--- config.mk ---
export PLATFORM = sky130hd
export DESIGN_NAME = mouse_event_coalescing_queue_unit
export DESIGN_NICKNAME = d
export VERILOG_FILES = /design/src/hdl/mecq_pkg.sv /design/src/hdl/mecq_ctrl.sv /design/src/hdl/mecq_datapath.sv /design/src/hdl/mouse_event_coalescing_queue_unit.sv
export SDC_FILE = /design/constraint.sdc
export NUM_CORES = 1
export LEC_CHECK = 0
export BUFFER_PORTS_ARGS = -buffer_cell sky130_fd_sc_hd__buf_2
export CAP_MARGIN = 25
export CORE_UTILIZATION = 55
export CTS_CLUSTER_SIZE = 30
export DETAILED_ROUTE_END_ITERATION = 10
export PLACE_DENSITY = 0.72
export SLEW_MARGIN = 15
export SYNTH_ARGS = -nofsm -noshare
export SYNTH_HDL_FRONTEND = slang
export SYNTH_HIERARCHICAL = 1
export SYNTH_SLANG_ARGS = --single-unit
--- constraint.sdc ---
create_clock -name clk_i -period 6.3 [get_ports clk_i]
set_clock_uncertainty 0.1 [all_clocks]
set_input_delay 1.89 -clock clk_i [delete_from_list [all_inputs] [get_ports clk_i]]
set_output_delay 1.89 -clock clk_i [all_outputs]
set_load 0.05 [all_outputs]
--- src/hdl/mecq_pkg.sv ---
`default_nettype none
package mecq_pkg;

  localparam int QUEUE_DEPTH = 8;
  localparam int CNT_W       = $clog2(QUEUE_DEPTH + 1);
  localparam int IDX_W       = $clog2(QUEUE_DEPTH);
  localparam int QCOUNT_W    = 4;

  localparam int S_TDATA_W = 32;
  localparam int S_TUSER_W = 2;
  localparam int M_TDATA_W = 40;
  localparam int M_TUSER_W = 3;

  localparam logic [1:0] MODE_REPORT = 2'd0;
  localparam logic [1:0] MODE_FLUSH  = 2'd1;
  localparam logic [1:0] MODE_POP    = 2'd2;

  localparam logic [1:0] KIND_DOWN = 2'd0;
  localparam logic [1:0] KIND_UP   = 2'd1;
  localparam logic [1:0] KIND_MOVE = 2'd2;

  localparam logic [2:0] BTN_NONE        = 3'd0;
  localparam logic [2:0] BTN_LEFT        = 3'd1;
  localparam logic [2:0] BTN_RIGHT       = 3'd2;
  localparam logic [2:0] BTN_MIDDLE      = 3'd3;
  localparam logic [2:0] BTN_SCROLL_UP   = 3'd4;
  localparam logic [2:0] BTN_SCROLL_DOWN = 3'd5;

  typedef struct packed {
    logic [1:0]         kind;
    logic [2:0]         button;
    logic signed [15:0] x;
    logic signed [15:0] y;
  } entry_t;

  typedef enum logic [1:0] {
    PSEL_MOVE,
    PSEL_WHEEL,
    PSEL_BTN
  } psel_e;

  typedef enum logic [2:0] {
    ST_IDLE,
    ST_DECODE,
    ST_PUSH_MOVE,
    ST_PUSH_WHEEL,
    ST_PUSH_BTN,
    ST_POP,
    ST_RESP
  } state_e;

  typedef struct packed {
    logic  capture;
    logic  accum;
    logic  push;
    psel_e push_sel;
    logic  clr_xy;
    logic  clr_wheel;
    logic  btn_done;
    logic  pop;
    logic  load_out;
  } cmd_t;

  typedef struct packed {
    logic [1:0] mode;
    logic       has_edge;
    logic       move_pending;
    logic       wheel_pending;
  } sts_t;

endpackage
`default_nettype wire

--- src/hdl/mecq_ctrl.sv ---
`default_nettype none
module mecq_ctrl
  import mecq_pkg::*;
(
  input  wire  clk_i,
  input  wire  rst_ni,
  input  wire  in_valid_i,
  output logic in_ready_o,
  output logic out_valid_o,
  input  wire  out_ready_i,
  input  sts_t sts_i,
  output cmd_t cmd_o
);

  state_e state_q, state_d;
  logic   out_valid_q, out_valid_d;

  always_comb begin
    state_d = state_q;
    case (state_q)
      ST_IDLE: begin
        if (in_valid_i) state_d = ST_DECODE;
      end
      ST_DECODE: begin
        case (sts_i.mode)
          MODE_REPORT: state_d = sts_i.has_edge ? ST_PUSH_MOVE : ST_RESP;
          MODE_FLUSH:  state_d = ST_PUSH_MOVE;
          MODE_POP:    state_d = ST_POP;
          default:     state_d = ST_RESP;
        endcase
      end
      ST_PUSH_MOVE:  state_d = ST_PUSH_WHEEL;
      ST_PUSH_WHEEL: state_d = (sts_i.mode == MODE_REPORT) ? ST_PUSH_BTN : ST_RESP;
      ST_PUSH_BTN:   state_d = ST_RESP;
      ST_POP:        state_d = ST_RESP;
      ST_RESP: begin
        if (!out_valid_q || out_ready_i) state_d = ST_IDLE;
      end
      default: state_d = ST_IDLE;
    endcase
  end

  always_comb begin
    cmd_o      = '0;
    in_ready_o = 1'b0;
    case (state_q)
      ST_IDLE: begin
        in_ready_o    = 1'b1;
        cmd_o.capture = in_valid_i;
      end
      ST_DECODE: begin
        cmd_o.accum = (sts_i.mode == MODE_REPORT) && !sts_i.has_edge;
      end
      ST_PUSH_MOVE: begin
        cmd_o.push     = sts_i.move_pending;
        cmd_o.push_sel = PSEL_MOVE;
        cmd_o.clr_xy   = 1'b1;
      end
      ST_PUSH_WHEEL: begin
        cmd_o.push      = sts_i.wheel_pending;
        cmd_o.push_sel  = PSEL_WHEEL;
        cmd_o.clr_wheel = 1'b1;
      end
      ST_PUSH_BTN: begin
        cmd_o.push     = 1'b1;
        cmd_o.push_sel = PSEL_BTN;
        cmd_o.btn_done = 1'b1;
      end
      ST_POP: begin
        cmd_o.pop = 1'b1;
      end
      ST_RESP: begin
        cmd_o.load_out = !out_valid_q || out_ready_i;
      end
      default: begin
        cmd_o = '0;
      end
    endcase
  end

  // hold the result until the sink takes the beat
  always_comb begin
    out_valid_d = out_valid_q;
    if (cmd_o.load_out) out_valid_d = 1'b1;
    else if (out_ready_i) out_valid_d = 1'b0;
  end

  always_ff @(posedge clk_i or negedge rst_ni) begin
    if (!rst_ni) begin
      state_q     <= ST_IDLE;
      out_valid_q <= 1'b0;
    end else begin
      state_q     <= state_d;
      out_valid_q <= out_valid_d;
    end
  end

  assign out_valid_o = out_valid_q;

endmodule
`default_nettype wire

--- src/hdl/mecq_datapath.sv ---
`default_nettype none
module mecq_datapath
  import mecq_pkg::*;
(
  input  wire                  clk_i,
  input  wire                  rst_ni,
  input  wire [S_TDATA_W-1:0]  in_data_i,
  input  wire [S_TUSER_W-1:0]  in_user_i,
  input  cmd_t                 cmd_i,
  output sts_t                 sts_o,
  output logic [M_TDATA_W-1:0] out_data_o,
  output logic [M_TUSER_W-1:0] out_user_o
);

  // captured item
  logic [1:0]        mode_q;
  logic [7:0]        buttons_q;
  logic signed [7:0] dx_q, dy_q, wh_q;

  logic [7:0]         prev_q;
  logic signed [31:0] px_q, py_q, pw_q;

  entry_t         queue_q [QUEUE_DEPTH];
  entry_t         queue_d [QUEUE_DEPTH];
  logic [CNT_W-1:0] count_q, count_d;
  logic           refused_q;

  logic   ev_valid_q;
  entry_t ev_q;

  logic [M_TDATA_W-1:0] out_data_q;
  logic [M_TUSER_W-1:0] out_user_q;

  logic [7:0] pressed, released;
  entry_t     new_entry;
  logic       full, pop_fire;
  logic             plain_hit, move_hit, victim_found;
  logic [IDX_W-1:0] plain_idx, move_idx, victim;

  function automatic logic signed [15:0] sat16(input logic signed [31:0] v);
    logic signed [15:0] r;
    if (v < -32'sd32768) r = -16'sd32768;
    else if (v > 32'sd32767) r = 16'sd32767;
    else r = v[15:0];
    return r;
  endfunction

  function automatic logic [2:0] edge_button(input logic [7:0] mask);
    logic [2:0] r;
    if (mask[0]) r = BTN_LEFT;
    else if (mask[1]) r = BTN_RIGHT;
    else if (mask[2]) r = BTN_MIDDLE;
    else r = BTN_NONE;
    return r;
  endfunction

  assign pressed  = buttons_q & ~prev_q;
  assign released = prev_q & ~buttons_q;

  assign sts_o.mode          = mode_q;
  assign sts_o.has_edge      = (buttons_q != prev_q);
  assign sts_o.move_pending  = (px_q != 32'sd0) || (py_q != 32'sd0);
  assign sts_o.wheel_pending = (pw_q != 32'sd0);

  always_comb begin
    new_entry = '0;
    case (cmd_i.push_sel)
      PSEL_MOVE: begin
        new_entry.kind   = KIND_MOVE;
        new_entry.button = BTN_NONE;
        new_entry.x      = sat16(px_q);
        new_entry.y      = sat16(py_q);
      end
      PSEL_WHEEL: begin
        new_entry.kind   = KIND_MOVE;
        new_entry.button = pw_q[31] ? BTN_SCROLL_DOWN : BTN_SCROLL_UP;
      end
      PSEL_BTN: begin
        new_entry.kind   = (pressed != 8'd0) ? KIND_DOWN : KIND_UP;
        new_entry.button = edge_button((pressed != 8'd0) ? pressed : released);
        new_entry.x      = {{8{dx_q[7]}}, dx_q};
        new_entry.y      = {{8{dy_q[7]}}, dy_q};
      end
      default: new_entry = '0;
    endcase
  end

  // oldest plain move first, then oldest scroll event
  always_comb begin
    plain_hit = 1'b0;
    move_hit  = 1'b0;
    plain_idx = '0;
    move_idx  = '0;
    for (int i = QUEUE_DEPTH - 1; i >= 0; i--) begin
      if (queue_q[i].kind == KIND_MOVE) begin
        move_hit = 1'b1;
        move_idx = IDX_W'(i);
        if (queue_q[i].button == BTN_NONE) begin
          plain_hit = 1'b1;
          plain_idx = IDX_W'(i);
        end
      end
    end
    victim_found = plain_hit || move_hit;
    victim       = plain_hit ? plain_idx : move_idx;
  end

  assign full     = (count_q == CNT_W'(QUEUE_DEPTH));
  assign pop_fire = cmd_i.pop && (count_q != '0);

  always_comb begin
    for (int i = 0; i < QUEUE_DEPTH; i++) queue_d[i] = queue_q[i];
    count_d = count_q;
    if (pop_fire) begin
      for (int i = 0; i < QUEUE_DEPTH - 1; i++) queue_d[i] = queue_q[i + 1];
      count_d = count_q - CNT_W'(1);
    end else if (cmd_i.push) begin
      if (!full) begin
        for (int i = 0; i < QUEUE_DEPTH; i++) begin
          if (CNT_W'(i) == count_q) queue_d[i] = new_entry;
        end
        count_d = count_q + CNT_W'(1);
      end else if (victim_found) begin
        // close the gap at the victim and append at the tail
        for (int i = 0; i < QUEUE_DEPTH - 1; i++) begin
          if (IDX_W'(i) >= victim) queue_d[i] = queue_q[i + 1];
        end
        queue_d[QUEUE_DEPTH - 1] = new_entry;
      end
    end
  end

  always_ff @(posedge clk_i) begin
    for (int i = 0; i < QUEUE_DEPTH; i++) queue_q[i] <= queue_d[i];
    if (cmd_i.capture) begin
      mode_q    <= in_user_i;
      buttons_q <= in_data_i[7:0];
      dx_q      <= in_data_i[15:8];
      dy_q      <= in_data_i[23:16];
      wh_q      <= in_data_i[31:24];
      ev_q      <= '0;
    end else if (pop_fire) begin
      ev_q <= queue_q[0];
    end
    if (cmd_i.load_out) begin
      out_data_q <= {refused_q, QCOUNT_W'(count_q), ev_q.y, ev_q.x, ev_q.button};
      out_user_q <= {ev_q.kind, ev_valid_q};
    end
  end

  always_ff @(posedge clk_i or negedge rst_ni) begin
    if (!rst_ni) begin
      prev_q     <= '0;
      px_q       <= '0;
      py_q       <= '0;
      pw_q       <= '0;
      count_q    <= '0;
      refused_q  <= 1'b0;
      ev_valid_q <= 1'b0;
    end else begin
      count_q <= count_d;
      if (cmd_i.capture) begin
        refused_q  <= 1'b0;
        ev_valid_q <= 1'b0;
      end else begin
        if (cmd_i.push && full && !victim_found) refused_q <= 1'b1;
        if (pop_fire) ev_valid_q <= 1'b1;
      end
      if (cmd_i.accum) begin
        prev_q <= buttons_q;
        px_q   <= px_q + {{24{dx_q[7]}}, dx_q};
        py_q   <= py_q + {{24{dy_q[7]}}, dy_q};
        pw_q   <= pw_q + {{24{wh_q[7]}}, wh_q};
      end
      if (cmd_i.clr_xy) begin
        px_q <= '0;
        py_q <= '0;
      end
      if (cmd_i.clr_wheel) pw_q <= '0;
      if (cmd_i.btn_done) begin
        // wheel was cleared by the flush, so it now holds only this report
        prev_q <= buttons_q;
        pw_q   <= {{24{wh_q[7]}}, wh_q};
      end
    end
  end

  assign out_data_o = out_data_q;
  assign out_user_o = out_user_q;

endmodule
`default_nettype wire

--- src/hdl/mouse_event_coalescing_queue_unit.sv ---
// channel  dir  tdata (low bit up)                            tuser (low bit up)
// s_axis   in   buttons[7:0] delta_x[15:8] delta_y[23:16]      mode[1:0]
//                wheel_step[31:24]
// m_axis   out  event_button[2:0] event_x[18:3] event_y[34:19] event_valid[0]
//                queue_count[38:35] refused[39]                 event_kind[2:1]
//
// One item at a time: idle, decode and response for a plain report or an unused
// mode, plus a pop for a read; a flush tick pushes the pending move and then the
// wheel, and a report with a button edge also the button event, at most one
// event per cycle into the queue. Result valid rises as the unit is ready again.
// Reset clears the queue count, button history and pending motion; no sweep.
// A stalled result holds in the output register; a finished item waits behind it.
`default_nettype none
module mouse_event_coalescing_queue_unit
  import mecq_pkg::*;
(
  input  wire                  clk_i,
  input  wire                  rst_ni,
  input  wire                  s_axis_tvalid,
  output logic                 s_axis_tready,
  input  wire [S_TDATA_W-1:0]  s_axis_tdata,  // buttons, delta_x, delta_y, wheel_step
  input  wire [S_TUSER_W-1:0]  s_axis_tuser,  // mode
  output logic                 m_axis_tvalid,
  input  wire                  m_axis_tready,
  output logic [M_TDATA_W-1:0] m_axis_tdata,  // button, x, y, queue_count, refused
  output logic [M_TUSER_W-1:0] m_axis_tuser   // event_valid, event_kind
);

  cmd_t cmd;
  sts_t sts;

  mecq_ctrl u_ctrl (
    .clk_i       (clk_i),
    .rst_ni      (rst_ni),
    .in_valid_i  (s_axis_tvalid),
    .in_ready_o  (s_axis_tready),
    .out_valid_o (m_axis_tvalid),
    .out_ready_i (m_axis_tready),
    .sts_i       (sts),
    .cmd_o       (cmd)
  );

  mecq_datapath u_datapath (
    .clk_i      (clk_i),
    .rst_ni     (rst_ni),
    .in_data_i  (s_axis_tdata),
    .in_user_i  (s_axis_tuser),
    .cmd_i      (cmd),
    .sts_o      (sts),
    .out_data_o (m_axis_tdata),
    .out_user_o (m_axis_tuser)
  );

endmodule
`default_nettype wire
==> run summary <==
The final worst hold slack is 0.327 ns. The final-report setup violation count came out at 0. The non-filler instance count after layout is 3046. Across the run, the number of max-cap violations was 0. The type of the worst setup path is flop to flop. The flow ran to the end, and the final reports show no timing, DRC or antenna violations.

The element type at the critical path end is a flop. The total power of the final layout is 12.7 mW. The average footprint of a synthesized cell is 11.2 um^2.

The setup fix buffers added after clock tree synthesis is 0. The final critical delay including setup and external delays is 4.22 ns. The first-pass iteration count of the detailed router is 5. The count of nets left with antenna violations after detail routing came out at 0.

The largest fanout on the critical path came out at 76. The setup TNS after final layout is 0 ns. The number of placement rows is 79. Setup repair after global routing left no endpoint under its margin. The estimated wirelength of the detail-placed design is 36700 um. The period utilization is 0.670. The instance area after placement came out at 0.0274 mm^2. Across every metal layer, demand over resource in global routing totals 0.224.

The routed wire length per instance came out at 18.0 um. The count of distinct cell types in the synthesized netlist came out at 93. The number of warning messages in the yosys log came out at 6. The clock network latency to the later pin of the worst-skew pair is 0.60 ns. The total of hold buffers inserted after clock tree synthesis came out at 0.

The routed layout has 18500 vias. The tree is rooted in a clkbuf_16. STA classifies the critical path startpoint as a flop. At the end of the flow the core is filled with cells to 0.622.

TritonCTS built the clock tree. Headroom to the max-slew limit came out at 0.337. The final layout contains 2541 nets. The largest family of logic cells by synthesized area is compound AO/OA/AOI/OAI gates.

Once layout is done, the placed cells without fillers occupy 0.0292 mm^2. The count of buffers inserted at the top-level ports is 82. In this run the count of I/O pins placed on the die edge is 83. The power density over the cells came out at 434 mW/mm^2. For this design, the slowest cell found on the critical path is nor4_1.

The fraction of the mapped netlist area in adder cells is 0.0534. The final number of max-transition violations came to 0. The initial utilization of the core area, before any placement, comes to 0.563. The post-synthesis simple-gate area fraction came out at 0.122. For this run, asynchronously set or reset flops after synthesis account for 0.218. The worst path setup slack after routing is 2.08 ns. The layout-stage area growth over the synthesis result is 10.5%. The most used flip-flop cell after synthesis is edfxtp_1. The library cells used most frequently in the layout, excluding fill and tap cells, are edfxtp_1, a21o_1, nand2_1. The path class of the tightest hold or removal check is flop to flop. The maximum resistive drop on vdd is 0.229 mV. The die extent in y is 221 um.

The internal reg-to-reg setup slack came out at 2.08 ns. The transition time at the pin with the least slew margin is 0.994 ns. The arrival time at the worst endpoint is 4.46 ns. Data on the critical path is required at its endpoint by 6.54 ns. Of the post-synthesis cell area, the dominant cell type holds 0.424. The number of gates given a new drive strength after cts is 0.

The longest clock path from root to sink contains 3 buffers. The largest incremental delay on the critical path came out at 0.58 ns. The die covers 0.0490 mm^2. The number of enable flip-flop cells after synthesis came out at 373.

The post-synth net total came out at 2514. The routed via count divided by cell count came out at 6.07. The final wirelength is 54800 um. edfxtp_1 takes more of the synthesized area than any other cell. The number of instances in the placed design is 2939. After clock tree synthesis, the clock-pin slew on the worst setup and hold paths is 0.06 ns. The portion of synthesized area spent on multiplexers is 0.0128.

The complex-gate fraction of the synthesized area came to 0.205. The final estimated routing congestion in global placement came out at 0.881. The clock sink total is 524. The area of the core came out at 0.0470 mm^2. In the routed design, unresolved DRC markers number 0.

The detailed router finished its first iteration with 1232 violations. The number of endpoints with negative hold slack in the final report was 0. The width of the chip came out at 221 um. The via count of the first global-routing pass is 18000. The first global-routing pass estimated 90800 um of wire. Traced cell by cell, the critical path runs through nor4_1, nand4_1, nor4_1, nand3_1, nand3b_1, a21oi_1, a21o_1, buf_4, nand2_1, nand2_4, buf_4, a21o_1.

The cell area that synthesis handed to floorplanning was 0.0264 mm^2. The initial antenna violation count is 1. The number of storage elements in the synthesis netlist came out at 524. Yosys attributes the largest share of cell area to edfxtp_1, dfrtp_1, a21o_1. The share of the Yosys chip area taken by registers is 0.559. In this run the static leakage power is 13.2 nW. The number of clock buffers added by TritonCTS is 54. Entering global routing, the biggest net connects 77 pins.

The count of mapped cells out of synthesis came out at 2365. The pre-CTS worst setup slack is 2.02 ns. The CTS H-tree depth is 2. The synthesized-area fraction occupied by xor and xnor cells is 0.0169. The ratio of cells with drive above 1 in the final layout is 0.103. Static timing analysis puts the maximum clock frequency at 237 MHz. After global routing the overflow that remains totals 0. The library cell used most frequently in the layout, excluding fill and tap cells, is edfxtp_1.
[per-layer routing]
| metal | share of wire | track usage |
|---|---|---|
| met1 | 0.46 | 0.306 |
| met2 | 0.47 | 0.367 |
| met3 | 0.047 | 0.0335 |
| met4 | 0.025 | 0.0740 |
| met5 | 0 | 0 |
[worst paths after layout]
| check | from | end | cells after the start |
|---|---|---|---|
| worst max-delay path | u_datapath/px_q[31] | u_datapath/queue_q[0][134] | 12 |
| worst min-delay path | u_datapath/ev_q[30] | u_datapath/out_data_o[17] | 0 |
| worst max register to register | u_datapath/px_q[31] | u_datapath/queue_q[0][134] | 12 |
| worst min register to register | u_datapath/ev_q[30] | u_datapath/out_data_o[17] | 0 |
| max in group asynchronous | rst_ni | u_datapath/prev_q[1] | 2 |
| min in group asynchronous | rst_ni | u_datapath/px_q[30] | 1 |
[state kept, by name (all words and copies together) (netlist names)]
signal                 flops
u_datapath/dx_q            8
u_datapath/count_q         4
u_datapath/out_data_o     40
u_datapath/buttons_q       8
u_datapath/refused_q       1
u_datapath/dy_q            8
u_datapath/prev_q          8
u_datapath/mode_q          2
u_datapath/pw_q           32
u_datapath/ev_q           37
u_datapath/py_q           32
u_ctrl/out_valid_o         1
u_datapath/queue_q       296
u_datapath/px_q           32
u_datapath/wh_q            8
u_ctrl/state_q             3
u_datapath/ev_valid_q      1
u_datapath/out_user_o      3
[cell type report]
type / count / area, um^2
Multi-Input combinational cell: 1649 / 11000
Clock inverter: 31 / 305
Fill cell: 3642 / 17700
Sequential cell: 524 / 14800
Timing Repair Buffer: 114 / 731
Antenna cell: 1 / 2.50
Tap cell: 607 / 759
Inverter: 49 / 184
Clock buffer: 71 / 1470
[cell usage after synthesis, types with 8 or more instances]
cell type,count
nand2_1,230
o21ai_1,19
edfxtp_1,373
o21a_1,32
nand2b_1,15
nand3b_1,9
o22ai_1,11
o211ai_1,11
a21oi_1,160
nor2_1,173
nor4_1,36
nor3b_1,10
xor2_1,17
and2_1,38
a22o_1,30
nor2b_1,10
clkbuf_1,115
o21bai_1,14
mux2i_1,27
dfxtp_1,37
inv_1,47
xnor2_1,34
or4_1,8
a211oi_1,19
o21ai_0,86
dfrtp_1,114
nand3_1,30
buf_2,12
ha_1,108
nor3_1,25
nand4_1,26
and3_1,24
a21o_1,290
a31oi_1,19
[cells by family (layout without fill, tap and decap cells)]
| group | Yosys count | after routing |
|---|---|---|
| xor gates and xnor gates | 51 | 51 |
| DFF | 524 | 524 |
| AOI/OAI and AO/OA | 781 | 781 |
| and+or+nand+nor | 673 | 673 |
| other | 0 | 1 |
| muxes | 33 | 33 |
| buffers and inverters | 192 | 265 |
| adders and majority gates | 111 | 111 |
[critical path: cells and delay by family (launching register included)]
kind / cells / cell delay [ns]
AO/OA/AOI/OAI: 3 / 0.53
buffers and inverters: 2 / 0.76
flip-flops: 1 / 0.43
AND/OR/NAND/NOR: 7 / 2.04
[report_power, final]
group / switching, mW / total (mW) / internal (mW) / leakage, nW
registers: 0.380 / 5.20 / 4.82 / 5.26
logic: 2.80 / 4.33 / 1.53 / 7.12
clock network: 1.33 / 3.17 / 1.84 / 0.846
(Power assumes the default switching activity.)
